### src/rtl/core/rgb422_pkg.sv
`default_nettype none

package rgb422_pkg;

    localparam int PIX_W   = 8;
    localparam int COEF_W  = 18;
    localparam int PROD_W  = COEF_W + PIX_W + 1;
    localparam int SUM_W   = PROD_W;
    localparam int FRAC_W  = 16;
    localparam int MODE_W  = 2;
    localparam int HEIGHT_W = 13;
    localparam int CFG_W   = HEIGHT_W;
    localparam int NUM_COEF = 9;

    typedef logic [PIX_W-1:0]          pix_t;
    typedef logic signed [COEF_W-1:0]  coef_t;
    typedef logic signed [PROD_W-1:0]  prod_t;
    typedef logic signed [SUM_W-1:0]   sum_t;
    typedef logic [MODE_W-1:0]         mode_t;
    typedef logic [HEIGHT_W-1:0]       height_t;
    typedef logic [CFG_W-1:0]          cfg_data_t;
    typedef logic                      cfg_index_t;

    // register indexes
    localparam cfg_index_t REG_MATRIX_MODE  = 1'b0;
    localparam cfg_index_t REG_FRAME_HEIGHT = 1'b1;

    // matrix_mode codes; the unused code falls back to BT.601
    localparam mode_t MODE_AUTO  = 2'd0;
    localparam mode_t MODE_BT601 = 2'd1;
    localparam mode_t MODE_BT709 = 2'd2;

    localparam height_t AUTO_HEIGHT_LIMIT = 13'd720;

    // coefficient order: yr yg yb ur ug ub vr vg vb
    localparam int C_YR = 0;
    localparam int C_YG = 1;
    localparam int C_YB = 2;
    localparam int C_UR = 3;
    localparam int C_UG = 4;
    localparam int C_UB = 5;
    localparam int C_VR = 6;
    localparam int C_VG = 7;
    localparam int C_VB = 8;

    localparam coef_t COEF_601 [NUM_COEF] = '{
        18'sd16829,  18'sd33039,  18'sd6416,
        -18'sd9714,  -18'sd19070, 18'sd28784,
        18'sd28784,  -18'sd24103, -18'sd4681
    };

    localparam coef_t COEF_709 [NUM_COEF] = '{
        18'sd11966,  18'sd40254,  18'sd4064,
        -18'sd6596,  -18'sd22188, 18'sd28784,
        18'sd28784,  -18'sd26145, -18'sd2639
    };

    localparam sum_t LUMA_OFFSET  = sum_t'(16 * 65536);
    localparam sum_t CHROMA_BIAS  = sum_t'(128 * 65536);
    localparam sum_t HALF_LSB     = sum_t'(32768);

endpackage

`default_nettype wire

### src/rtl/core/rgb422_if.sv
`default_nettype none

interface rgb422_pair_if;
    import rgb422_pkg::*;

    logic valid;
    logic ready;
    pix_t red_first;
    pix_t green_first;
    pix_t blue_first;
    pix_t red_second;
    pix_t green_second;
    pix_t blue_second;

    modport source (
        output valid, red_first, green_first, blue_first,
               red_second, green_second, blue_second,
        input  ready
    );

    modport sink (
        input  valid, red_first, green_first, blue_first,
               red_second, green_second, blue_second,
        output ready
    );
endinterface

interface rgb422_group_if;
    import rgb422_pkg::*;

    logic valid;
    logic ready;
    pix_t chroma_blue;
    pix_t luma_first;
    pix_t chroma_red;
    pix_t luma_second;

    modport source (
        output valid, chroma_blue, luma_first, chroma_red, luma_second,
        input  ready
    );

    modport sink (
        input  valid, chroma_blue, luma_first, chroma_red, luma_second,
        output ready
    );
endinterface

`default_nettype wire

### src/rtl/core/rgb_pair_to_ycbcr_422.sv
// An accepted pixel pair passes four register stages (average/select, coefficient
// multiply, sum with offset, round/clamp) to its 4:2:2 word at the output.
// One pair per cycle is taken while the output is not stalled; each stage advances
// on its own valid/ready, so a stalled output fills bubbles first and loses nothing.
// Reset (rst_n, async, active low) empties the pipeline and sets matrix_mode
// and frame_height to 0 (auto mode, BT.601 until a height of 720 or more is written).
`default_nettype none

module rgb_pair_to_ycbcr_422 (
    input  wire logic                    clk,
    input  wire logic                    rst_n,
    input  wire logic                    cfg_wr_en,
    input  wire rgb422_pkg::cfg_index_t  cfg_index,
    input  wire rgb422_pkg::cfg_data_t   cfg_wr_data,
    rgb422_pair_if.sink                  pair,
    rgb422_group_if.source               group
);
    import rgb422_pkg::*;

    // ---------------- configuration ----------------
    mode_t   matrix_mode_reg;
    height_t frame_height_reg;

    always_ff @(posedge clk or negedge rst_n)
    begin
        if (!rst_n)
        begin
            matrix_mode_reg  <= MODE_AUTO;
            frame_height_reg <= '0;
        end
        else if (cfg_wr_en)
        begin
            case (cfg_index)
                REG_MATRIX_MODE:  matrix_mode_reg  <= cfg_wr_data[MODE_W-1:0];
                REG_FRAME_HEIGHT: frame_height_reg <= cfg_wr_data[HEIGHT_W-1:0];
                default:          ;
            endcase
        end
    end

    logic sel709;
    assign sel709 = (matrix_mode_reg == MODE_BT709) ||
                    ((matrix_mode_reg == MODE_AUTO) &&
                     (frame_height_reg >= AUTO_HEIGHT_LIMIT));

    // ---------------- stage enables ----------------
    logic v1_reg, v2_reg, v3_reg, v4_reg;
    logic en1, en2, en3, en4;

    assign en4 = !v4_reg || group.ready;
    assign en3 = !v3_reg || en4;
    assign en2 = !v2_reg || en3;
    assign en1 = !v1_reg || en2;
    assign pair.ready = en1;

    always_ff @(posedge clk or negedge rst_n)
    begin
        if (!rst_n)
        begin
            v1_reg <= 1'b0;
            v2_reg <= 1'b0;
            v3_reg <= 1'b0;
            v4_reg <= 1'b0;
        end
        else
        begin
            if (en1) v1_reg <= pair.valid;
            if (en2) v2_reg <= v1_reg;
            if (en3) v3_reg <= v2_reg;
            if (en4) v4_reg <= v3_reg;
        end
    end

    // ---------------- stage 1: latch pixels, pair average, matrix select ----------------
    pix_t r0_reg, g0_reg, b0_reg, r1_reg, g1_reg, b1_reg;
    pix_t ra_reg, ga_reg, ba_reg;
    logic sel709_reg;
    logic [PIX_W:0] ra_next, ga_next, ba_next;

    // rounded average: (a + b + 1) >> 1
    assign ra_next = ({1'b0, pair.red_first}   + {1'b0, pair.red_second}   + 1'b1);
    assign ga_next = ({1'b0, pair.green_first} + {1'b0, pair.green_second} + 1'b1);
    assign ba_next = ({1'b0, pair.blue_first}  + {1'b0, pair.blue_second}  + 1'b1);

    always_ff @(posedge clk)
    begin
        if (en1)
        begin
            r0_reg     <= pair.red_first;
            g0_reg     <= pair.green_first;
            b0_reg     <= pair.blue_first;
            r1_reg     <= pair.red_second;
            g1_reg     <= pair.green_second;
            b1_reg     <= pair.blue_second;
            ra_reg     <= ra_next[PIX_W:1];
            ga_reg     <= ga_next[PIX_W:1];
            ba_reg     <= ba_next[PIX_W:1];
            sel709_reg <= sel709;
        end
    end

    // ---------------- stage 2: coefficient multiplies ----------------
    coef_t coef [NUM_COEF];
    prod_t y0r_reg, y0g_reg, y0b_reg;
    prod_t y1r_reg, y1g_reg, y1b_reg;
    prod_t ur_reg, ug_reg, ub_reg;
    prod_t vr_reg, vg_reg, vb_reg;

    always_comb
    begin
        for (int i = 0; i < NUM_COEF; i++)
        begin
            coef[i] = sel709_reg ? COEF_709[i] : COEF_601[i];
        end
    end

    // widen both operands so the product keeps all of its bits
    function automatic prod_t mul(input coef_t c, input pix_t p);
        mul = prod_t'(c) * prod_t'($signed({1'b0, p}));
    endfunction

    always_ff @(posedge clk)
    begin
        if (en2)
        begin
            y0r_reg <= mul(coef[C_YR], r0_reg);
            y0g_reg <= mul(coef[C_YG], g0_reg);
            y0b_reg <= mul(coef[C_YB], b0_reg);
            y1r_reg <= mul(coef[C_YR], r1_reg);
            y1g_reg <= mul(coef[C_YG], g1_reg);
            y1b_reg <= mul(coef[C_YB], b1_reg);
            ur_reg  <= mul(coef[C_UR], ra_reg);
            ug_reg  <= mul(coef[C_UG], ga_reg);
            ub_reg  <= mul(coef[C_UB], ba_reg);
            vr_reg  <= mul(coef[C_VR], ra_reg);
            vg_reg  <= mul(coef[C_VG], ga_reg);
            vb_reg  <= mul(coef[C_VB], ba_reg);
        end
    end

    // ---------------- stage 3: sums with offset ----------------
    sum_t y0_sum_reg, y1_sum_reg, cb_sum_reg, cr_sum_reg;

    always_ff @(posedge clk)
    begin
        if (en3)
        begin
            y0_sum_reg <= y0r_reg + y0g_reg + y0b_reg + LUMA_OFFSET;
            y1_sum_reg <= y1r_reg + y1g_reg + y1b_reg + LUMA_OFFSET;
            cb_sum_reg <= ur_reg + ug_reg + ub_reg + CHROMA_BIAS;
            cr_sum_reg <= vr_reg + vg_reg + vb_reg + CHROMA_BIAS;
        end
    end

    // ---------------- stage 4: round at half, clamp to a byte ----------------
    function automatic pix_t round_clamp(input sum_t s);
        sum_t                  t;
        logic [SUM_W-FRAC_W-1:0] q;
        t = s + HALF_LSB;
        q = t[SUM_W-1:FRAC_W];
        if (s[SUM_W-1])
            round_clamp = '0;
        else if (|q[SUM_W-FRAC_W-1:PIX_W])
            round_clamp = '1;
        else
            round_clamp = q[PIX_W-1:0];
    endfunction

    pix_t cb_reg, y0_reg, cr_reg, y1_reg;

    always_ff @(posedge clk)
    begin
        if (en4)
        begin
            cb_reg <= round_clamp(cb_sum_reg);
            y0_reg <= round_clamp(y0_sum_reg);
            cr_reg <= round_clamp(cr_sum_reg);
            y1_reg <= round_clamp(y1_sum_reg);
        end
    end

    assign group.valid       = v4_reg;
    assign group.chroma_blue = cb_reg;
    assign group.luma_first  = y0_reg;
    assign group.chroma_red  = cr_reg;
    assign group.luma_second = y1_reg;

    // ---------------- assertions ----------------
    a_ready_follows_output: assert property (
        @(posedge clk) disable iff (!rst_n)
        group.ready |-> pair.ready
    ) else $error("input stalled while output drains");

    a_chroma_range: assert property (
        @(posedge clk) disable iff (!rst_n)
        group.valid |-> (group.chroma_blue >= 8'd16 && group.chroma_blue <= 8'd240 &&
                         group.chroma_red  >= 8'd16 && group.chroma_red  <= 8'd240)
    ) else $error("chroma outside studio range");

    a_luma_range: assert property (
        @(posedge clk) disable iff (!rst_n)
        group.valid |-> (group.luma_first  >= 8'd16 && group.luma_first  <= 8'd235 &&
                         group.luma_second >= 8'd16 && group.luma_second <= 8'd235)
    ) else $error("luma outside studio range");

endmodule

`default_nettype wire
### src/flat_wrapper.sv
// flat-port wrapper written by rule: the top's interface ports become plain ports
module rgb_pair_to_ycbcr_422_flat import rgb422_pkg::*;
  (clk, rst_n, cfg_wr_en, cfg_index, cfg_wr_data, pair_valid, pair_red_first, pair_green_first, pair_blue_first, pair_red_second, pair_green_second, pair_blue_second, pair_ready, group_valid, group_chroma_blue, group_luma_first, group_chroma_red, group_luma_second, group_ready);
  rgb422_pair_if pair_i ();
  rgb422_group_if group_i ();
  input  wire logic clk;
  input  wire logic rst_n;
  input  wire logic cfg_wr_en;
  input  wire rgb422_pkg::cfg_index_t cfg_index;
  input  wire rgb422_pkg::cfg_data_t cfg_wr_data;
  input wire logic [$bits(pair_i.valid)-1:0] pair_valid;
  input wire logic [$bits(pair_i.red_first)-1:0] pair_red_first;
  input wire logic [$bits(pair_i.green_first)-1:0] pair_green_first;
  input wire logic [$bits(pair_i.blue_first)-1:0] pair_blue_first;
  input wire logic [$bits(pair_i.red_second)-1:0] pair_red_second;
  input wire logic [$bits(pair_i.green_second)-1:0] pair_green_second;
  input wire logic [$bits(pair_i.blue_second)-1:0] pair_blue_second;
  output wire logic [$bits(pair_i.ready)-1:0] pair_ready;
  output wire logic [$bits(group_i.valid)-1:0] group_valid;
  output wire logic [$bits(group_i.chroma_blue)-1:0] group_chroma_blue;
  output wire logic [$bits(group_i.luma_first)-1:0] group_luma_first;
  output wire logic [$bits(group_i.chroma_red)-1:0] group_chroma_red;
  output wire logic [$bits(group_i.luma_second)-1:0] group_luma_second;
  input wire logic [$bits(group_i.ready)-1:0] group_ready;
  assign pair_i.valid = pair_valid;
  assign pair_i.red_first = pair_red_first;
  assign pair_i.green_first = pair_green_first;
  assign pair_i.blue_first = pair_blue_first;
  assign pair_i.red_second = pair_red_second;
  assign pair_i.green_second = pair_green_second;
  assign pair_i.blue_second = pair_blue_second;
  assign pair_ready = pair_i.ready;
  assign group_valid = group_i.valid;
  assign group_chroma_blue = group_i.chroma_blue;
  assign group_luma_first = group_i.luma_first;
  assign group_chroma_red = group_i.chroma_red;
  assign group_luma_second = group_i.luma_second;
  assign group_i.ready = group_ready;
  rgb_pair_to_ycbcr_422 u_core (.clk(clk), .rst_n(rst_n), .cfg_wr_en(cfg_wr_en), .cfg_index(cfg_index), .cfg_wr_data(cfg_wr_data), .pair(pair_i), .group(group_i));
endmodule
### config.mk
export PLATFORM = sky130hd
export DESIGN_NAME = rgb_pair_to_ycbcr_422_flat
export DESIGN_NICKNAME = d
export VERILOG_FILES = /design/src/rtl/core/rgb422_pkg.sv /design/src/rtl/core/rgb422_if.sv /design/src/rtl/core/rgb_pair_to_ycbcr_422.sv /design/src/flat_wrapper.sv
export SDC_FILE = /design/constraint.sdc
export NUM_CORES = 2
export LEC_CHECK = 0
export ABC_AREA = 0
export BUFFER_PORTS_ARGS = -buffer_cell sky130_fd_sc_hd__buf_2
export CORE_MARGIN = 2
export CORE_UTILIZATION = 65
export DETAILED_ROUTE_END_ITERATION = 8
export PLACE_DENSITY = 0.94
export SYNTH_ARGS = -nofsm -noshare
export SYNTH_HDL_FRONTEND = slang
export SYNTH_SLANG_ARGS = --single-unit
### constraint.sdc
create_clock -name clk -period 15.65 [get_ports clk]
set_clock_uncertainty 0.1 [all_clocks]
set_input_delay 0.7825 -clock clk [delete_from_list [all_inputs] [get_ports clk]]
set_output_delay 0.7825 -clock clk [all_outputs]
set_load 0.05 [all_outputs]
# Yosys cells after proc, flatten, opt, wreduce, memory -nomap -nowiden
# Cells that the tools add are included.
word_totals:
  ff_bits: 548
  inputBits: 67
  out_inout_bits: 34
  elab_cells: 101
op_classes:
  addsub: 22
  n_mul: 12
  order_cmp: 1
  n_eq_ne: 1
  mux: 11
  n_bitwise: 1
  n_reduce_logical: 17
ops:
  columns: ["cell", "count"]
  rows:
  - ["$mul 18x9->27", 10]
  - ["$add 27x27->27", 8]
  - ["$add 27x17->27 const B", 4]
  - ["$add 27x22->27 const B", 2]
  - ["$add 27x25->27 const B", 2]
  - ["$mux 13", 4]
  - ["$mul 11x8->19 const A", 2]
  - ["$mux 8", 4]
  - ["$mux 14", 2]
  - ["$add 8x8->9", 3]
  - ["$add 9x1->9 const B", 3]
  - ["$mux 15", 1]
  - ["$ge 13x10->1 const B", 1]
  - ["$reduce_or 3->1", 4]
  - ["$logic_or 1x1->1", 5]
  - ["$logic_not 1->1", 4]
  - ["$reduce_and 2->1", 2]
  - ["$eq 2x2->1 const B", 1]
  - ["$logic_not 2->1", 1]
  - ["$logic_and 1x1->1", 1]
  - ["$not 1->1", 1]

# Logic depth before layout (Yosys ltp)
depth:
  word_depth: 5
  ltp_mapped: 23
  depth_no_buf: 21

# Least setup slack after synthesis
# No wires, ideal clock.
synth_timing:
  path_kind: "in2reg"
  startpoint: "in group_ready"
  endpoint: "reg u_core.ub_reg[10], enable pin"
  setup_time_ns: 2.797
  t_arrival_ns: 7.154
  required_ns: 12.753
  path_slack_ns: 5.599
  path_stages: 2
  n_path_buf: 0
  path_cell_list: "nor2b_1 -> nand3_1"
synth_via:
  elab_chain_cells: 3
synth_lines:
  columns: ["item", "line", "text"]
  rows:
  - ["start, declared", "flat_wrapper.sv:24", "input wire logic [$bits(group_i.ready)-1:0] group_ready;"]
  - ["$logic_or 1x1->1", "rgb_pair_to_ycbcr_422.sv:50", "assign en4 = !v4_reg || group.ready;"]
  - ["$logic_or 1x1->1", "rgb_pair_to_ycbcr_422.sv:51", "assign en3 = !v3_reg || en4;"]
  - ["$logic_or 1x1->1", "rgb_pair_to_ycbcr_422.sv:52", "assign en2 = !v2_reg || en3;"]
  - ["via u_core.en2", "rgb_pair_to_ycbcr_422.sv:48", "logic en1, en2, en3, en4;"]
  - ["end signal, assigned", "rgb_pair_to_ycbcr_422.sv:134", "ub_reg <= mul(coef[C_UB], ba_reg);"]
  - ["end, declared", "rgb_pair_to_ycbcr_422.sv:106", "prod_t ur_reg, ug_reg, ub_reg;"]
# The timed path passes the listed nets, and every way through them passes these cells.
# A chain may end at the register's enable or synchronous reset.

# Worst setup path in the final report
layout_timing:
  startpoint: "reg u_core.sel709_reg"
  endpoint: "reg u_core.ur_reg[24] (data pin)"
layout_via:
  elab_chain_cells: 2
layout_lines:
  columns: ["item", "line", "text"]
  rows:
  - ["start, declared", "rgb_pair_to_ycbcr_422.sv:77", "logic sel709_reg;"]
  - ["start signal, assigned", "rgb_pair_to_ycbcr_422.sv:98", "sel709_reg <= sel709;"]
  - ["$mux 14", "rgb_pair_to_ycbcr_422.sv:113", "coef[i] = sel709_reg ? COEF_709[i] : COEF_601[i];"]
  - ["$mul 18x9->27", "rgb_pair_to_ycbcr_422.sv:119", "mul = prod_t'(c) * prod_t'($signed({1'b0, p}));"]
  - ["end signal, assigned", "rgb_pair_to_ycbcr_422.sv:132", "ur_reg <= mul(coef[C_UR], ra_reg);"]
  - ["end, declared", "rgb_pair_to_ycbcr_422.sv:106", null]
# Every way passes these cells.

==> results by group <==
Yosys
  • Yosys cell types: 71
  • Asr flop ratio synth: 0.0339
  • Cells after Synth: 4,728
  • Yosys reg bits: 443
  • Prevailing post-synth register cell: edfxtp_1
  • Yosys warns: 0
  • Sequential share of the synthesized area: 0.262
  • Post-Syn Area per Cell: 10.7 um2
  • Synth Cell Area: 50,500 um2
  • EDFF count, synth: 428

Global route
  • First-pass GRT wire length: 196,000 um
  • Number of global-route vias before repair: 38,564
  • Total GRT Usage: 0.316
  • Initial antenna violation count: 8
  • Grt ovf: 0
  • Largest net degree at the start of global routing: 96

Placed design
  • IO buf count: 98
  • Post-DP HPWL: 94,100 um
  • Final GP Congestion: 0.971

Timing
  • Worst hold slack: 0.222 ns
  • Slew Viols, Final: 0
  • Slew margin rel.: 0.256
  • Tmin final: 7.65 ns
  • Final Hold Viols: 0
  • Worst-Margin Slew: 1.12 ns
  • Setup violators final: 0
  • Final setup TNS: 0 ns
  • Period utilisation layout: 0.489
  • Fmax: 131 MHz
  • RSZ-0062 raised after global routing: false

Detailed routing
  • DRT Pass-1 Iters: 8
  • Routed wire length: 121,000 um
  • Detailed-route wire length per cell: 20.3 um
  • DRC violations left: 0
  • Final ANT Viol Nets: 0
  • DR vias: 35,008
  • Vias per cell: 5.87
  • Initial DRC Count: 2,795

Finish
  • Layout cells sized above 1: 0.0508
  • FILL cells: 4,792
  • Storage cell area: 13,200 um2
  • Multi-input logic area: 33,000 um2
  • Layout Area Growth over Synthesis: 7.24%
  • Final nets: 6,392

Clock tree
  • H-Tree Depth: 2
  • CTS sink count: 443
  • Cell at the root of the clock tree: clkbuf_16
  • CTS buffer count: 51
  • Clk_lat worst skew: 0.65 ns
  • Maximum root-to-sink buffer count: 3
  • Cts repair resizes: 0
  • # Post-CTS Setup Buffers: 0
  • Worst-path clk slew: 0.06 ns
  • CTS tree: done
  • Hold-fix buffers at CTS: 1

Critical path
  • Buf/Inv on CP: 5
  • CP startpoint: u_core.sel709_reg
  • Crit-path cells: buf_4 -> buf_4 -> nand2_1 -> fa_1 -> inv_1 -> ha_1 -> fa_1 -> inv_1 -> fa_1 -> inv_1 -> ha_1 -> a2111oi_0 -> and2_1 -> a221o_1 -> nand2_1 -> o21ai_0 -> o21ai_0 -> a21oi_1 -> o21ai_0 -> xor2_1
  • CP max-delay cell: buf_4
  • Reg-to-reg startpoint: u_core.sel709_reg
  • Worst path required time: 15.91 ns
  • CP max FO: 95
  • Worst path max stage delay: 0.84 ns
  • CP top delay family: adder cells
  • CP endpoint kind: flip-flop
  • Critical Path Source Type: flip-flop
  • Setup CP Type: flip-flop to flip-flop
  • CP arrival: 7.90 ns

Die
  • Height of the die: 283 um
  • Initial Util: 0.654
  • Die area: 79,900 um2
  • Width of the die: 283 um
  • Cell Rows: 102
  • Core box area: 77,200 um2
  • Number of I/O pins: 101

Worst hold path
  • Worst Hold Launch: pair_green_second[0]
  • Worst Hold Class: input pin to flip-flop

Outcome
  • Status: completed

Run
  • Maxcap violations: 0
## final cells by class
type                       instances  share of cell area
multi-input combinational       3132               0.609
sequential                       443               0.244
inverter                        1142              0.0792
clock buffer                      62              0.0259
tap                             1040              0.0240
timing repair buffer             108              0.0105
clock inverter                    31             0.00762
antenna                            1           0.0000462
## synth_stat cells (57+ instances only)
cell type,count,area share
inv_1,1142,0.085
ha_1,840,0.21
fa_1,607,0.24
edfxtp_1,428,0.25
a21oi_1,197,0.020
xnor2_1,187,0.032
nor2_1,186,0.014
nand2_1,173,0.013
o21ai_0,127,0.013
a21o_1,99,0.015
xor2_1,83,0.014
nand3_1,58,0.0057
nand2b_1,57,0.0071
## per-layer routing
metal  track usage  share of wire  vias to the layer above
li1              -              -                    15683
met1         0.366           0.36                    17148
met2         0.549           0.49                     1677
met3        0.0685          0.084                      492
met4         0.170          0.062                        8
met5             0        0.00036                        -
## metrics by stage
stage	setup slack, ns	cells	util	cell area (um2)
detailed placement	8.31	5864	0.678	52300
global route	7.59	5958	0.701	54200
floorplan	5.60	4767	-	50600
CTS	8.16	5958	0.701	54200
global placement	8.62	5864	0.678	52300
finish	8.00	5959	0.701	54200
## placed cells by master, fill, tap and decap left out, types with 7 or more instances in the layout
cell type  Yosys  final
edfxtp_1     428    428
nand2b_1      57     57
buf_4          0      9
o21a_1        29     29
fa_1         607    607
clkbuf_16      0     53
a21oi_1      197    197
xnor2_1      187    187
o21bai_1      32     32
o21ai_0      127    127
nand4_1       21     21
nand3_1       58     57
o31ai_1       13     13
a21boi_0      11     11
conb_1         2     41
ha_1         840    840
a31oi_1       23     23
nor3_1        46     46
or3_1         14     14
and3_1        29     29
a211o_1        8      8
xor2_1        83     83
a2111oi_0     10     10
inv_1       1142   1141
and2_1        33     33
nand2_1      173    172
dfrtp_1       15     15
a211oi_1      15     15
clkinv_2       0     12
a21o_1        99     99
or2_2         33     33
nor2b_1       54     54
buf_2          0     98
mux2_2        11     11
o211ai_1       7      7
bufinv_16      0      8
nor2_1       186    186
## cells by family (layout without fill, tap and decap cells)
| group | count (synthesis) | after routing | synth area share |
|---|---|---|---|
| fa+ha+maj | 1447 | 1447 | 0.449 |
| buf+inv | 1192 | 1343 | 0.0886 |
| compound gates | 637 | 637 | 0.0809 |
| other cells | 2 | 42 | 0.000149 |
| simple gates | 724 | 724 | 0.0700 |
| xor+xnor | 270 | 270 | 0.0468 |
| flops | 443 | 443 | 0.262 |
| mux | 13 | 13 | 0.00285 |
## worst paths after layout
check	end	slack (ns)	cells past startpoint
setup / recovery	u_core.ur_reg[24]	8.00	20
hold / removal	u_core.g1_reg[0]	0.22	1
setup reg to reg	u_core.ur_reg[24]	8.00	20
hold reg to reg	u_core.v2_reg	0.39	1
max in group asynchronous	u_core.v2_reg	14.68	2
min in group asynchronous	u_core.matrix_mode_reg[0]	0.48	2
Power is left out: the tool's default activity adds up to more than one toggle a clock period on the data nets, which glitch-free logic cannot reach.
